`src/rtl/dcws_pkg.sv`:
```
package dcws_pkg;

    // Control word bits that the sequencer actually drives.
    typedef struct packed {
        logic toggle;
        logic dir;
        logic reset_req;
        logic enable;
        logic no_quick_stop;
        logic no_coast_stop;
        logic on;
    } t_drive_word;

    typedef logic [2:0] t_phase;

    localparam t_phase PH_NONE        = 3'd0;
    localparam t_phase PH_FAULT_CLEAR = 3'd1;
    localparam t_phase PH_FAULT       = 3'd2;
    localparam t_phase PH_INHIBITED   = 3'd3;
    localparam t_phase PH_NOT_READY   = 3'd4;
    localparam t_phase PH_READY_ON    = 3'd5;
    localparam t_phase PH_SWITCHED_ON = 3'd6;
    localparam t_phase PH_OPERATING   = 3'd7;

    // Status bit positions.
    localparam int ST_PUR     = 0;
    localparam int ST_READY   = 1;
    localparam int ST_OPEN    = 2;
    localparam int ST_FAULT   = 3;
    localparam int ST_NOFF2   = 4;
    localparam int ST_NOFF3   = 5;
    localparam int ST_INHIBIT = 6;

    // Core status patterns, ordered {inhibit, op_enabled, ready, powerup_ready}.
    localparam logic [3:0] CORE_IDLE     = 4'b0000;
    localparam logic [3:0] CORE_INHIBIT  = 4'b1000;
    localparam logic [3:0] CORE_PUR      = 4'b0001;
    localparam logic [3:0] CORE_SWITCHED = 4'b0011;
    localparam logic [3:0] CORE_OPERATE  = 4'b0111;

    // Positions of the direction and toggle bits within the high control byte.
    localparam int CH_DIR    = 1;
    localparam int CH_TOGGLE = 7;

endpackage

```
`src/rtl/dcws_step.sv`:
```
module dcws_step (
    input  logic [6:0]              i_status,
    input  logic                    i_ready_to_drive,
    input  dcws_pkg::t_drive_word   i_word,
    input  logic                    i_fault_pending,
    output dcws_pkg::t_drive_word   o_word,
    output logic                    o_fault_pending,
    output dcws_pkg::t_phase        o_phase
);

    logic [3:0] w_core;
    logic       w_offs_ok;

    assign w_core = {i_status[dcws_pkg::ST_INHIBIT], i_status[dcws_pkg::ST_OPEN],
                     i_status[dcws_pkg::ST_READY], i_status[dcws_pkg::ST_PUR]};
    assign w_offs_ok = i_status[dcws_pkg::ST_NOFF2] & i_status[dcws_pkg::ST_NOFF3];

    always_comb begin
        o_word          = i_word;
        o_word.toggle   = ~i_word.toggle;
        o_fault_pending = i_fault_pending;
        o_phase         = dcws_pkg::PH_NONE;

        if (i_fault_pending) begin
            // The step after a fault releases the reset request and clears the direction;
            // the status is not looked at.
            o_word.reset_req = ~i_word.reset_req;
            o_word.dir       = 1'b0;
            o_fault_pending  = 1'b0;
            o_phase          = dcws_pkg::PH_FAULT_CLEAR;
        end else if (i_status[dcws_pkg::ST_FAULT]) begin
            o_word.reset_req     = ~i_word.reset_req;
            o_word.on            = 1'b0;
            o_word.no_coast_stop = 1'b0;
            o_word.no_quick_stop = 1'b0;
            o_word.enable        = 1'b0;
            o_word.dir           = 1'b0;
            o_fault_pending      = 1'b1;
            o_phase              = dcws_pkg::PH_FAULT;
        end else if (w_core == dcws_pkg::CORE_INHIBIT) begin
            o_word.no_coast_stop = 1'b1;
            o_word.no_quick_stop = 1'b1;
            o_word.on            = 1'b0;
            o_word.dir           = 1'b0;
            o_phase              = dcws_pkg::PH_INHIBITED;
        end else if (w_core == dcws_pkg::CORE_IDLE && w_offs_ok) begin
            o_word.no_coast_stop = 1'b1;
            o_word.no_quick_stop = 1'b1;
            o_word.on            = 1'b0;
            o_word.dir           = 1'b0;
            o_phase              = dcws_pkg::PH_NOT_READY;
        end else if (w_core == dcws_pkg::CORE_PUR && w_offs_ok) begin
            o_word.no_coast_stop = 1'b1;
            o_word.no_quick_stop = 1'b1;
            if (i_ready_to_drive) begin
                o_word.on = 1'b1;
            end else begin
                o_word.on  = 1'b0;
                o_word.dir = 1'b0;
            end
            o_phase = dcws_pkg::PH_READY_ON;
        end else if ((w_core == dcws_pkg::CORE_SWITCHED || w_core == dcws_pkg::CORE_OPERATE)
                     && w_offs_ok) begin
            o_word.enable        = 1'b1;
            o_word.on            = 1'b1;
            o_word.no_coast_stop = 1'b1;
            o_word.no_quick_stop = 1'b1;
            o_word.dir           = 1'b1;
            o_phase = (w_core == dcws_pkg::CORE_OPERATE) ? dcws_pkg::PH_OPERATING
                                                         : dcws_pkg::PH_SWITCHED_ON;
        end
    end

endmodule

```
`src/rtl/drive_control_word_sequencer.sv`:
```
// Drive control word sequencer. Each accepted status word is latched in an input register,
// decoded combinationally against the held control word and fault flag, and the packed
// control bytes and phase code are loaded into a result register: a new word can be taken
// every cycle while the output does not stall. The control word state advances once per
// word, in acceptance order; a stall on the output holds the result register and backs up
// into the input register before the input is stalled.
module drive_control_word_sequencer (
    input  logic       i_clk,
    input  logic       i_rst_n,
    input  logic       i_valid,
    output logic       o_stall,
    input  logic [7:0] i_status_low,
    input  logic       i_ready_to_drive,
    output logic       o_valid,
    input  logic       i_stall,
    output logic [7:0] o_control_low,
    output logic [7:0] o_control_high,
    output logic [2:0] o_phase
);

    logic                  r_in_valid;
    logic [6:0]            r_in_status;
    logic                  r_in_r2d;
    logic                  r_out_valid;
    logic [7:0]            r_out_low;
    logic [7:0]            r_out_high;
    dcws_pkg::t_phase      r_out_phase;
    dcws_pkg::t_drive_word r_word;
    logic                  r_fault_pending;

    dcws_pkg::t_drive_word n_word;
    logic                  n_fault_pending;
    dcws_pkg::t_phase      n_phase;

    logic w_out_free;
    logic w_adv;
    logic w_in_load;

    assign w_out_free = !r_out_valid || !i_stall;
    assign w_adv      = r_in_valid && w_out_free;
    assign w_in_load  = !r_in_valid || w_out_free;
    assign o_stall    = !w_in_load;

    dcws_step u_step (
        .i_status         (r_in_status),
        .i_ready_to_drive (r_in_r2d),
        .i_word           (r_word),
        .i_fault_pending  (r_fault_pending),
        .o_word           (n_word),
        .o_fault_pending  (n_fault_pending),
        .o_phase          (n_phase)
    );

    always_ff @(posedge i_clk) begin
        if (!i_rst_n) begin
            r_in_valid      <= 1'b0;
            r_out_valid     <= 1'b0;
            r_word          <= '0;
            r_fault_pending <= 1'b0;
        end else begin
            if (w_in_load) begin
                r_in_valid <= i_valid;
            end
            if (w_out_free) begin
                r_out_valid <= r_in_valid;
            end
            if (w_adv) begin
                r_word          <= n_word;
                r_fault_pending <= n_fault_pending;
            end
        end
    end

    always_ff @(posedge i_clk) begin
        if (w_in_load && i_valid) begin
            r_in_status <= i_status_low[6:0];
            r_in_r2d    <= i_ready_to_drive;
        end
        if (w_adv) begin
            r_out_low   <= {n_word.reset_req, 3'b000, n_word.enable, n_word.no_quick_stop,
                            n_word.no_coast_stop, n_word.on};
            r_out_high  <= {n_word.toggle, 5'b00000, n_word.dir, 1'b0};
            r_out_phase <= n_phase;
        end
    end

    assign o_valid        = r_out_valid;
    assign o_control_low  = r_out_low;
    assign o_control_high = r_out_high;
    assign o_phase        = r_out_phase;

endmodule

```
`config.mk`:
```
export PLATFORM = sky130hd
export DESIGN_NAME = drive_control_word_sequencer
export DESIGN_NICKNAME = d
export VERILOG_FILES = /design/src/rtl/dcws_pkg.sv /design/src/rtl/dcws_step.sv /design/src/rtl/drive_control_word_sequencer.sv
export SDC_FILE = /design/constraint.sdc
export NUM_CORES = 1
export LEC_CHECK = 0
export BUFFER_PORTS_ARGS = -buffer_cell sky130_fd_sc_hd__buf_4
export CAP_MARGIN = 20
export CORE_MARGIN = 1
export CORE_UTILIZATION = 53
export DETAILED_ROUTE_END_ITERATION = 12
export PLACE_DENSITY_LB_ADDON = 0.2
export SKIP_CTS_REPAIR_TIMING = 1
export SYNTH_ARGS = -nofsm -noshare
export SYNTH_HDL_FRONTEND = slang
export SYNTH_SLANG_ARGS = --single-unit
```
`constraint.sdc`:
```
create_clock -name i_clk -period 2.9 [get_ports i_clk]
set_input_delay 0.29 -clock i_clk [delete_from_list [all_inputs] [get_ports i_clk]]
set_output_delay 0.29 -clock i_clk [all_outputs]
set_load 0.005 [all_outputs]
```
; ---- Word-level counts from Yosys, hierarchy flattened
; Index checks and enable logic that the tools add are counted.
[classes]
n_eq_ne = 4
mux = 26
bitwise = 3
n_reduce_logical = 14
[ops]
columns = operator, n
row1 = 3-bit 2-to-1 mux, 6
row2 = 1-bit 2-to-1 mux, 14
row3 = 4-bit 2-to-1 mux, 3
row4 = 2-bit 2-to-1 mux, 3
row5 = 1-bit logical AND, 5
row6 = 4-bit by 1-bit equality test with 1-bit output (second input constant), 1
row7 = 4-bit by 2-bit equality test with 1-bit output (second input constant), 1
row8 = 4-bit by 3-bit equality test with 1-bit output (second input constant), 1
row9 = 4-bit equality test (second input constant), 1
row10 = 1-bit zero test, 4
row11 = 4-bit zero test, 1
row12 = 1-bit logical OR, 3
row13 = 3-bit OR reduction, 1
row14 = 1-bit NOT, 2
row15 = 1-bit bitwise AND, 1
[word_totals]
register_bits = 28
input_bits = 13
out_inout_bits = 21
word_cells = 63

; ---- Longest topological paths before layout
; Gate-level depths: netlist (run 1).
[logic_depth]
word_depth = 9
ltp_mapped = 5

; ---- Hierarchy
; A second synthesis (run 1) with hierarchy kept.
[hier_totals]
cells_unflattened = 108
area_unflattened_um2 = 1263.7
[by_module_without_submodules]
columns = mod, instances, cells_per_inst, area_each_um2, seq_area_each_um2
row1 = drive_control_word_sequencer, 1, 71, 1022.2, 740.7
row2 = dcws_step, 1, 37, 241.5, 0.0

; ---- Least setup slack after synthesis (run 1)
; Ideal clock, no wire load.
[synth_timing]
path_type = register -> register
from = register r_out_valid (netlist: o_valid)
to = register r_in_r2d, enable pin
setup_ns = 0.373
t_arrival_ns = 0.921
t_required_ns = 2.527
slack_ns = 1.606
path_stages_with_launch = 3
period_less_slack_ns = 1.294
cell_sequence = dfxtp_1 and3_1 nor2b_1
[synth_between]
elab_chain_len = 4
[synth_rtl]
columns = element, line
row1 = "start, declared", drive_control_word_sequencer.sv:24  ; logic r_out_valid;
row2 = "start signal, assigned", drive_control_word_sequencer.sv:65  ; r_out_valid <= r_in_valid;
row3 = 1-bit zero test, drive_control_word_sequencer.sv:39  ; assign w_out_free = !r_out_valid || !i_stall;
row4 = 1-bit logical OR, drive_control_word_sequencer.sv:39
row5 = 1-bit logical OR, drive_control_word_sequencer.sv:41  ; assign w_in_load = !r_in_valid || w_out_free;
row6 = 1-bit logical AND, drive_control_word_sequencer.sv:75  ; if (w_in_load && i_valid) begin
row7 = "end signal, assigned", drive_control_word_sequencer.sv:77  ; r_in_r2d <= i_ready_to_drive;
row8 = "end, declared", drive_control_word_sequencer.sv:23  ; logic r_in_r2d;
; No other way between the ends.
; A chain may end at the register's enable or synchronous reset.

; ---- Final worst setup path (run 1)
[layout_timing]
from = register r_in_valid
to = register r_word[0] (netlist bit)
[layout_between]
elab_chain_len = 1
[layout_rtl]
columns = element, line
row1 = "start, declared", drive_control_word_sequencer.sv:21  ; logic r_in_valid;
row2 = "start signal, assigned", drive_control_word_sequencer.sv:62  ; r_in_valid <= i_valid;
row3 = 1-bit logical AND, drive_control_word_sequencer.sv:40  ; assign w_adv = r_in_valid && w_out_free;
row4 = named net w_adv, drive_control_word_sequencer.sv:36  ; logic w_adv;
row5 = "end signal, assigned", drive_control_word_sequencer.sv:68  ; r_word <= n_word;
row6 = "end, declared", drive_control_word_sequencer.sv:28  ; dcws_pkg::t_drive_word r_word;
; The timed path passes the listed nets, and every way through them passes these cells.

==> results of run 1 <==
power breakdown:
| group | internal [mW] | leakage (nW) | switching (mW) |
|---|---|---|---|
| Combinational | 0.0369 | 0.296 | 0.0334 |
| Sequential | 0.446 | 0.252 | 0.0126 |
| Clock | 0.0539 | 0.0150 | 0.106 |
| Total | 0.536 | 0.563 | 0.152 |
worst max-delay path by stage:
stage	end	cells after the start	slack, ns
final	r_word[0]	5	1.39
after global placement	r_word[0]	6	1.38
after detailed placement	r_word[0]	6	1.35
after floorplan	r_in_r2d	2	1.61
after global routing	r_word[0]	5	1.29
after CTS	r_word[0]	5	1.37
synthesized netlist by cell type (all sizes together), types with 2 or more instances:
cell type / n / share of area
nand2b: 5 / 0.026
nor2: 9 / 0.028
o21a: 5 / 0.031
and2: 3 / 0.016
o21ai: 7 / 0.029
edfxtp: 18 / 0.45
buf: 9 / 0.056
a21boi: 2 / 0.012
inv: 4 / 0.012
xnor2: 2 / 0.014
dfxtp: 10 / 0.17
a21oi: 6 / 0.025
a31oi: 3 / 0.016
nand2: 3 / 0.0093
and3: 2 / 0.010
nor2b: 2 / 0.010
sequential cells by signal, summed over array words and instances, names as in the netlist:
signal / count
o_control_low: 5
o_control_high: 2
r_in_valid: 1
r_in_r2d: 1
r_fault_pending: 1
r_word: 7
o_valid: 1
r_in_status: 7
o_phase: 3
final cells by class:
type / count / area [um^2]
Timing Repair Buffer: 23 / 173
Multi-Input combinational cell: 68 / 412
Sequential cell: 28 / 741
Clock buffer: 4 / 26.3
Fill cell: 150 / 642
Inverter: 4 / 15.0
Tap cell: 27 / 33.8
metrics by stage:
step	total power [mW]	setup WS [ns]	cells	util
after CTS	0.692	1.37	154	0.686
after global placement	0.535	1.38	150	0.673
final	0.688	1.39	154	0.686
after floorplan	0.513	1.61	110	-
after detailed placement	0.537	1.35	150	0.673
after global routing	0.719	1.29	154	0.686
placed cells by master, fill, tap and decap left out, types with 2 or more instances in the layout:
cell type	n
dfxtp_1	10
edfxtp_1	18
clkbuf_4	3
a21boi_1	2
buf_4	23
xnor2_1	2
o21ai_1	3
o21ai_0	4
conb_1	9
o21a_1	5
inv_1	4
and3_1	2
nor2_1	9
nand2b_1	5
and2_1	3
a31oi_1	3
a21oi_1	6
nand2_1	3
nor2b_1	2
worst max-delay path, cell delays in order (launching register included):
cell and delay, ns:
dfxtp_1 0.37, a21bo_4 0.27, inv_1 0.37, and3_1 0.23, o21ai_1 0.06, a21boi_1 0.15
metal layers:
| layer | vias up | routed length [um] | GRT usage |
|---|---|---|---|
| met5 | - | 0 | 0 |
| met4 | 0 | 36 | 0.0857 |
| met3 | 5 | 68 | 0.0370 |
| met2 | 26 | 837 | 0.264 |
| met1 | 347 | 775 | 0.168 |
| li1 | 397 | - | - |
logic make-up (layout without fill, tap and decap cells):
group | after synthesis | count (layout) | share of synthesized area
flops | 28 | 28 | 0.613
compound gates | 28 | 28 | 0.158
simple gates | 29 | 29 | 0.140
xor+xnor | 2 | 2 | 0.0145
buf+inv | 14 | 31 | 0.0714
other cells | 1 | 9 | 0.00310
==> out/qor.txt, run 1 <==
Beginning of the critical path: r_in_valid
CP Launch Type: register
# rows: 16
CTS Buf Count: 3
Die width: 49.8 um
WP data arrival: 1.77 ns
CTS tree: yes
Sequential share of the synthesized area: 0.613
Max Cap Viol: 0
DRT Wirelength: 1720 um
Reg2Reg Setup Slack: 1.39 ns
Syn Inst Count: 102
EDFF count, synth: 18
Ant. Diodes: 0
Min-delay worst type: in -> reg
Synth cell types: 29
Total negative setup slack: 0 ns
Crit end category: register
Largest net degree at the start of global routing: 16
Antenna violations before repair: 0
Core area: 2040 um^2
ANT nets after route: 0
Gp weighted congestion: 0.780
Worst min-delay path startpoint: i_status_low[2]
First-pass GRT wire length: 2760 um
WHS Endpoint: r_in_status[2]
Tightest Pin Transition: 0.600 ns
Worst-path clk slew: 0.14 ns
Setup violators final: 0
Die area: 2480 um^2
R2r endpoint: r_word[0]
Unrepaired setup endpoints after global routing: no
Min Hold Slack: 0.132 ns
Ys flop type: edfxtp_1
Htree depth: 1
Req. time, crit path: 3.16 ns
Start of the worst register-to-register path: r_in_valid
Root buffer cell: clkbuf_4
Status: finished clean
Max Slew Vio Count: 0
Max VDD drop: 0.000386 V
Total GRT Usage: 0.152
DRT Pass-1 Iters: 4
Final min period: 1.51 ns
Worst reg-to-reg path cell count: 5
Leak pwr: 0.563 nW
Deepest clock path buffer count: 2
#FFs+latches synth: 28
Initial drt markers: 6
Number of remaining DRC errors: 0
Layout cells sized above 1: 0.228
GRT Residual Overflow: 0
Vias in the first global route: 668
Wire length per cell: 11.1 um
Cell area after layout: 1400 um^2
Hold violation total from the final report: 0
Worst-path fanout max: 13
Share of flip-flops with an asynchronous set or reset: 0
Synthesized area: 1210 um^2
Dpl cell area: 1370 um^2
Hold Path Depth: 1
Initial core utilization: 0.592
Worst skew pair latency: 0.32 ns
Period Utilization, post-route: 0.521
Area grow syn2layout: 15.8%
Syn avg cell area: 11.8 um^2
Routed vias/inst: 5.03
Net count, final: 141
I/O pin count: 34
Num Clock Sinks: 28
Power Density: 491 nW/um^2
Slew margin rel.: 0.599
Port bufs: 23
Crit Path Class: reg -> reg
Via count: 775
F_max: 0.662 GHz
Clock Skew: 0.00408 ns
Detailed Place HPWL: 1280 um
DIE HEIGHT: 49.8 um
Warnings, synthesis: 0
(Power assumes the default switching activity.)
==> run 2, diff against run 1 <==
--- a/config.mk
+++ b/config.mk
@@ -8,7 +8,7 @@
 export BUFFER_PORTS_ARGS = -buffer_cell sky130_fd_sc_hd__buf_4
 export CAP_MARGIN = 20
 export CORE_MARGIN = 1
-export CORE_UTILIZATION = 53
+export CORE_UTILIZATION = 50
 export DETAILED_ROUTE_END_ITERATION = 12
 export PLACE_DENSITY_LB_ADDON = 0.2
 export SKIP_CTS_REPAIR_TIMING = 1
==> constraint.sdc (replaced) <==
create_clock -name i_clk -period 1.5 [get_ports i_clk]
set_input_delay 0.15 -clock i_clk [delete_from_list [all_inputs] [get_ports i_clk]]
set_output_delay 0.15 -clock i_clk [all_outputs]
set_load 0.005 [all_outputs]
==> out/qor.txt, run 2 (same netlist as run 1, synthesis figures left out) <==
Detailed Place HPWL: 1410 um (+10%)
Worst-path fanout max: 6 (-7)
R2r endpoint: o_control_low[1]
Port bufs: 23 (unchanged)
FF+latch area: 741 um^2 (unchanged)
Cell area after layout: 1530 um^2 (+9.5%)
Power Density: 896 nW/um^2 (+82%)
Critical Path Max Stage Delay: 0.52 ns (+0.15 ns)
Reg2Reg Setup Slack: 0.008 ns (-1.38 ns)
Sequential Power Share: 0.644 (-0.022)
Final min period: 1.49 ns (-0.0184 ns)
Worst-path clk slew: 0.14 ns (about the same)
Core area: 2250 um^2 (+10%)
Period Utilization, post-route: 0.995 (+0.474)
Vias in the first global route: 724 (+8.4%)
Ant. Diodes: 0 (unchanged)
Req. time, crit path: 1.60 ns (-1.56 ns)
Crit Path Class: reg -> reg
I/O pin count: 34 (unchanged)
Number of remaining DRC errors: 0 (unchanged)
CTS Buf Count: 3 (unchanged)
Leak pwr: 0.627 nW (+11%)
Via count: 845 (+9.0%)
Die width: 51.2 um (+2.8%)
Slowest-stage cell, CP: edfxtp_1
Largest net degree at the start of global routing: 16 (unchanged)
Status: finished clean
Largest delay share family, worst path: flip-flops
Internal: 1.06 mW (+98%)
Start of the worst register-to-register path: r_in_status[1]
Filler Cells Inserted: 178 (+19%)
Setup violators final: 0 (unchanged)
Sw Pwr: 0.312 mW (+110%)
Deepest clock path buffer count: 2 (unchanged)
Worst skew pair latency: 0.33 ns (about the same)
Most frequent cells in the layout: buf_4, edfxtp_1, dfxtp_1
WP data arrival: 1.59 ns (-0.18 ns)
CP cell instances: nand2b_1 > a31oi_2 > nor2_1 > o21a_1
Max Slew Vio Count: 0 (unchanged)
Die area: 2620 um^2 (+5.7%)
Net count, final: 155 (+9.9%)
WHS Endpoint: r_in_valid
F_max: 0.670 GHz (+1.2%)
Layout cells sized above 1: 0.255 (+0.0270)
Routed vias/inst: 5.00 (-0.65%)
Total GRT Usage: 0.164 (+0.0124)
Antenna violations before repair: 0 (unchanged)
Max VDD drop: 0.000556 V (+44%)
Combinational power share: 0.125 (+0.023)
Root buffer cell: clkbuf_4
Buf+Inv Stages, Crit Path: 0 (-1)
Hold Path Depth: 2 (+1)
CP Launch Type: register
GRT Residual Overflow: 0 (unchanged)
Multi-input logic area: 418 um^2 (+1.5%)
DIE HEIGHT: 51.2 um (+2.8%)
Worst min-delay path startpoint: i_valid
Wire length per cell: 12.4 um (+11%)
ANT nets after route: 0 (unchanged)
Final Power: 1.37 mW (+100%)
DRT Pass-1 Iters: 4 (unchanged)
Min-delay worst type: in -> reg
Clk pwr share: 0.231 (about the same)
Initial core utilization: 0.536 (-0.0558)
Htree depth: 1 (unchanged)
Crit end category: register
Most common cell after layout, fill and taps aside: buf_4
# rows: 17 (+1)
Num Clock Sinks: 28 (unchanged)
CTS tree: yes
Gp weighted congestion: 0.817 (+4.6%)
Max Cap Viol: 0 (unchanged)
Worst reg-to-reg path cell count: 4 (-1)
Area grow syn2layout: 26.8%
Hold violation total from the final report: 0 (unchanged)
Clock Skew: 0.0105 ns (+0.00646 ns)
First-pass GRT wire length: 3040 um (+10%)
Initial drt markers: 8 (+2)
DRT Wirelength: 2100 um (+22%)
Dpl cell area: 1410 um^2 (+2.3%)
Sw frac: 0.227 (+0.00651)
==> run 2: cell count changes in the layout (fill, tap and decap cells not counted) <==
cell,change
a31oi_1,-1
a31oi_2,+1
buf_4,+6
dlygate4sd3_1,+8
==> run 2: routing by layer <==
| metal | global-route usage | part of all wire | up-vias |
|---|---|---|---|
| met2 | 0.272 | 0.52 | 25 |
| met4 | 0.125 | 0.021 | 0 |
| li1 | - | - | 424 |
| met5 | 0 | 0 | - |
| met1 | 0.181 | 0.42 | 391 |
| met3 | 0.0387 | 0.038 | 5 |
==> run 2: through the flow <==
stage | setup TNS [ns] | std cells | setup WS, ns | utilization | hold WS [ns]
2_1_floorplan | 0 | 110 | 0.206 | - | 0.249
3_3_place_gp | 0 | 155 | 0.103 | 0.623 | 0.328
3_5_place_dp | 0 | 155 | 0.0619 | 0.623 | 0.329
4_1_cts | 0 | 159 | 0.0402 | 0.635 | -0.0251
5_1_grt | -0.125 | 169 | -0.0489 | 0.680 | 0.0316
6_report | 0 | 169 | 0.00782 | 0.680 | 0.0331
==> run 2: worst max path at each step <==
stage,start,to,slack [ns],cells after the start
floorplan,o_valid,r_in_r2d,0.21,2
finish,r_in_status[1],o_control_low[1],0.008,4
CTS,r_in_status[1],o_control_low[2],0.04,4
global route,r_in_status[1],o_control_low[2],-0.05,4
global placement,r_in_status[1],o_control_low[1],0.10,4
detailed placement,r_in_status[1],o_control_low[1],0.06,4
==> run 2: area by class of cell <==
class	count	area share
flip-flops and latches	28	0.483
multi-input cells	68	0.273
repair buffers	37	0.194
well taps	28	0.0229
clock buffers	4	0.0171
inverters	4	0.00980
==> run 2: power groups by stage <==
stage	clock network (mW)	registers (mW)	logic, mW
finish	0.318	0.885	0.171
global route	0.348	0.890	0.187
CTS	0.326	0.885	0.148
detailed placement	0	0.902	0.147
global placement	0	0.900	0.144
floorplan	0	0.898	0.0945
==> run 3, diff against run 2 <==
==> constraint.sdc (replaced) <==
create_clock -name i_clk -period 1.5 [get_ports i_clk]
set_input_delay 0.45 -clock i_clk [delete_from_list [all_inputs] [get_ports i_clk]]
set_output_delay 0.45 -clock i_clk [all_outputs]
set_load 0.005 [all_outputs]
==> out/qor.txt, run 3 (same netlist as run 1, synthesis figures left out) <==
Core area: 2250 um^2 (unchanged)
Largest delay share family, worst path: flip-flops
Vias in the first global route: 721 (-0.41%)
Critical Path Max Stage Delay: 0.37 ns (-0.15 ns)
Crit end category: primary output
Slowest-stage cell, CP: dfxtp_2
Worst-path clk slew: 0.15 ns (about the same)
Port bufs: 23 (unchanged)
Clock Skew: 0.00986 ns (-0.000677 ns)
Max Cap Viol: 0 (unchanged)
Most common cell after layout, fill and taps aside: buf_4
Dpl cell area: 1410 um^2 (+0.53%)
Multi-input logic area: 417 um^2 (-0.30%)
Area grow syn2layout: 21.9%
Root buffer cell: clkbuf_4
Status: finished clean
CTS Buf Count: 3 (unchanged)
Crit Path Class: reg -> out
Min-delay worst type: in -> reg
Via count: 803 (-5.0%)
Worst skew pair latency: 0.33 ns (about the same)
Max Slew Vio Count: 0 (unchanged)
Final min period: 1.44 ns (-0.0484 ns)
Cell area after layout: 1470 um^2 (-3.8%)
Initial core utilization: 0.536 (unchanged)
Gp weighted congestion: 0.785 (-3.8%)
CP cell instances: and3_4 > buf_4
CTS tree: yes
DRT Pass-1 Iters: 2 (-2)
Power Density: 949 nW/um^2 (+5.8%)
Filler Cells Inserted: 190 (+6.7%)
Number of remaining DRC errors: 0 (unchanged)
Buf+Inv Stages, Crit Path: 1 (+1)
Net count, final: 148 (-4.5%)
Die width: 51.2 um (unchanged)
Worst-path fanout max: 3 (-3)
Fin util: 0.654 (-0.0261)
Req. time, crit path: 1.05 ns (-0.55 ns)
GRT Residual Overflow: 0 (unchanged)
Largest net degree at the start of global routing: 16 (unchanged)
First-pass GRT wire length: 2890 um (-5.0%)
I/O pin count: 34 (unchanged)
Num Clock Sinks: 28 (unchanged)
DIE HEIGHT: 51.2 um (unchanged)
Unrepaired setup endpoints after global routing: no
Deepest clock path buffer count: 2 (unchanged)
Leak pwr: 0.603 nW (-3.8%)
Wire length per cell: 11.0 um (-11%)
ANT nets after route: 0 (unchanged)
Layout cells sized above 1: 0.299 (+0.0432)
Routed vias/inst: 4.96 (-0.86%)
Antenna violations before repair: 0 (unchanged)
Period Utilization, post-route: 0.963 (-0.0322)
WP data arrival: 0.99 ns (-0.60 ns)
FF+latch area: 746 um^2 (+0.68%)
# rows: 17 (unchanged)
Max VDD drop: 0.000825 V (+48%)
DRT Wirelength: 1780 um (-15%)
Detailed Place HPWL: 1360 um (-3.2%)
Htree depth: 1 (unchanged)
Total GRT Usage: 0.152 (-0.0128)
Hold violation total from the final report: 0 (unchanged)
Setup violators final: 0 (unchanged)
F_max: 0.693 GHz (+3.3%)
Ant. Diodes: 0 (unchanged)
Die area: 2620 um^2 (unchanged)
Most frequent cells in the layout: buf_4, edfxtp_1, nor2_1, conb_1, dfxtp_1
Initial drt markers: 2 (-6)
CP Launch Type: register
-- run 3: report_power, final --
group	internal (mW)	switching (mW)	total, mW
registers	0.861	0.0232	0.884
logic	0.0843	0.0692	0.153
clock network	0.149	0.212	0.361
total	1.09	0.304	1.40
-- run 3: path summary, 6_finish.rpt --
path                       to  cells after the start             from  slack [ns]
max                   o_stall                      2       r_in_valid        0.06
min reg2reg         r_word[2]                      2        r_word[2]        0.47
min            r_in_status[3]                      1  i_status_low[3]        0.29
max reg2reg  o_control_low[2]                      4   r_in_status[1]        0.10
-- run 3: area by class of cell --
class	instances	area share
flip-flops and latches	28	0.506
multi-input cells	68	0.283
repair buffers	30	0.153
clock buffers	4	0.0246
well taps	28	0.0238
inverters	4	0.0102
-- run 3: stage by stage --
stage / worst slack (ns) / setup TNS [ns] / cells / hold slack [ns] / power [mW]
2_1_floorplan: 0.0634 / 0 / 110 / 0.426 / 0.993
4_1_cts: -0.0749 / -0.0749 / 160 / 0.283 / 1.40
5_1_grt: 0.00146 / 0 / 162 / 0.270 / 1.45
3_5_place_dp: 0.0959 / 0 / 156 / 0.455 / 1.05
3_3_place_gp: 0.0995 / 0 / 156 / 0.435 / 1.05
6_report: 0.0562 / 0 / 162 / 0.286 / 1.40
-- run 3: layer usage --
layer	wire length (um)	vias to the layer above	global-route usage
li1	-	408	-
met1	816	372	0.191
met4	13	0	0.0694
met2	885	21	0.246
met3	68	2	0.0357
met5	0	-	0
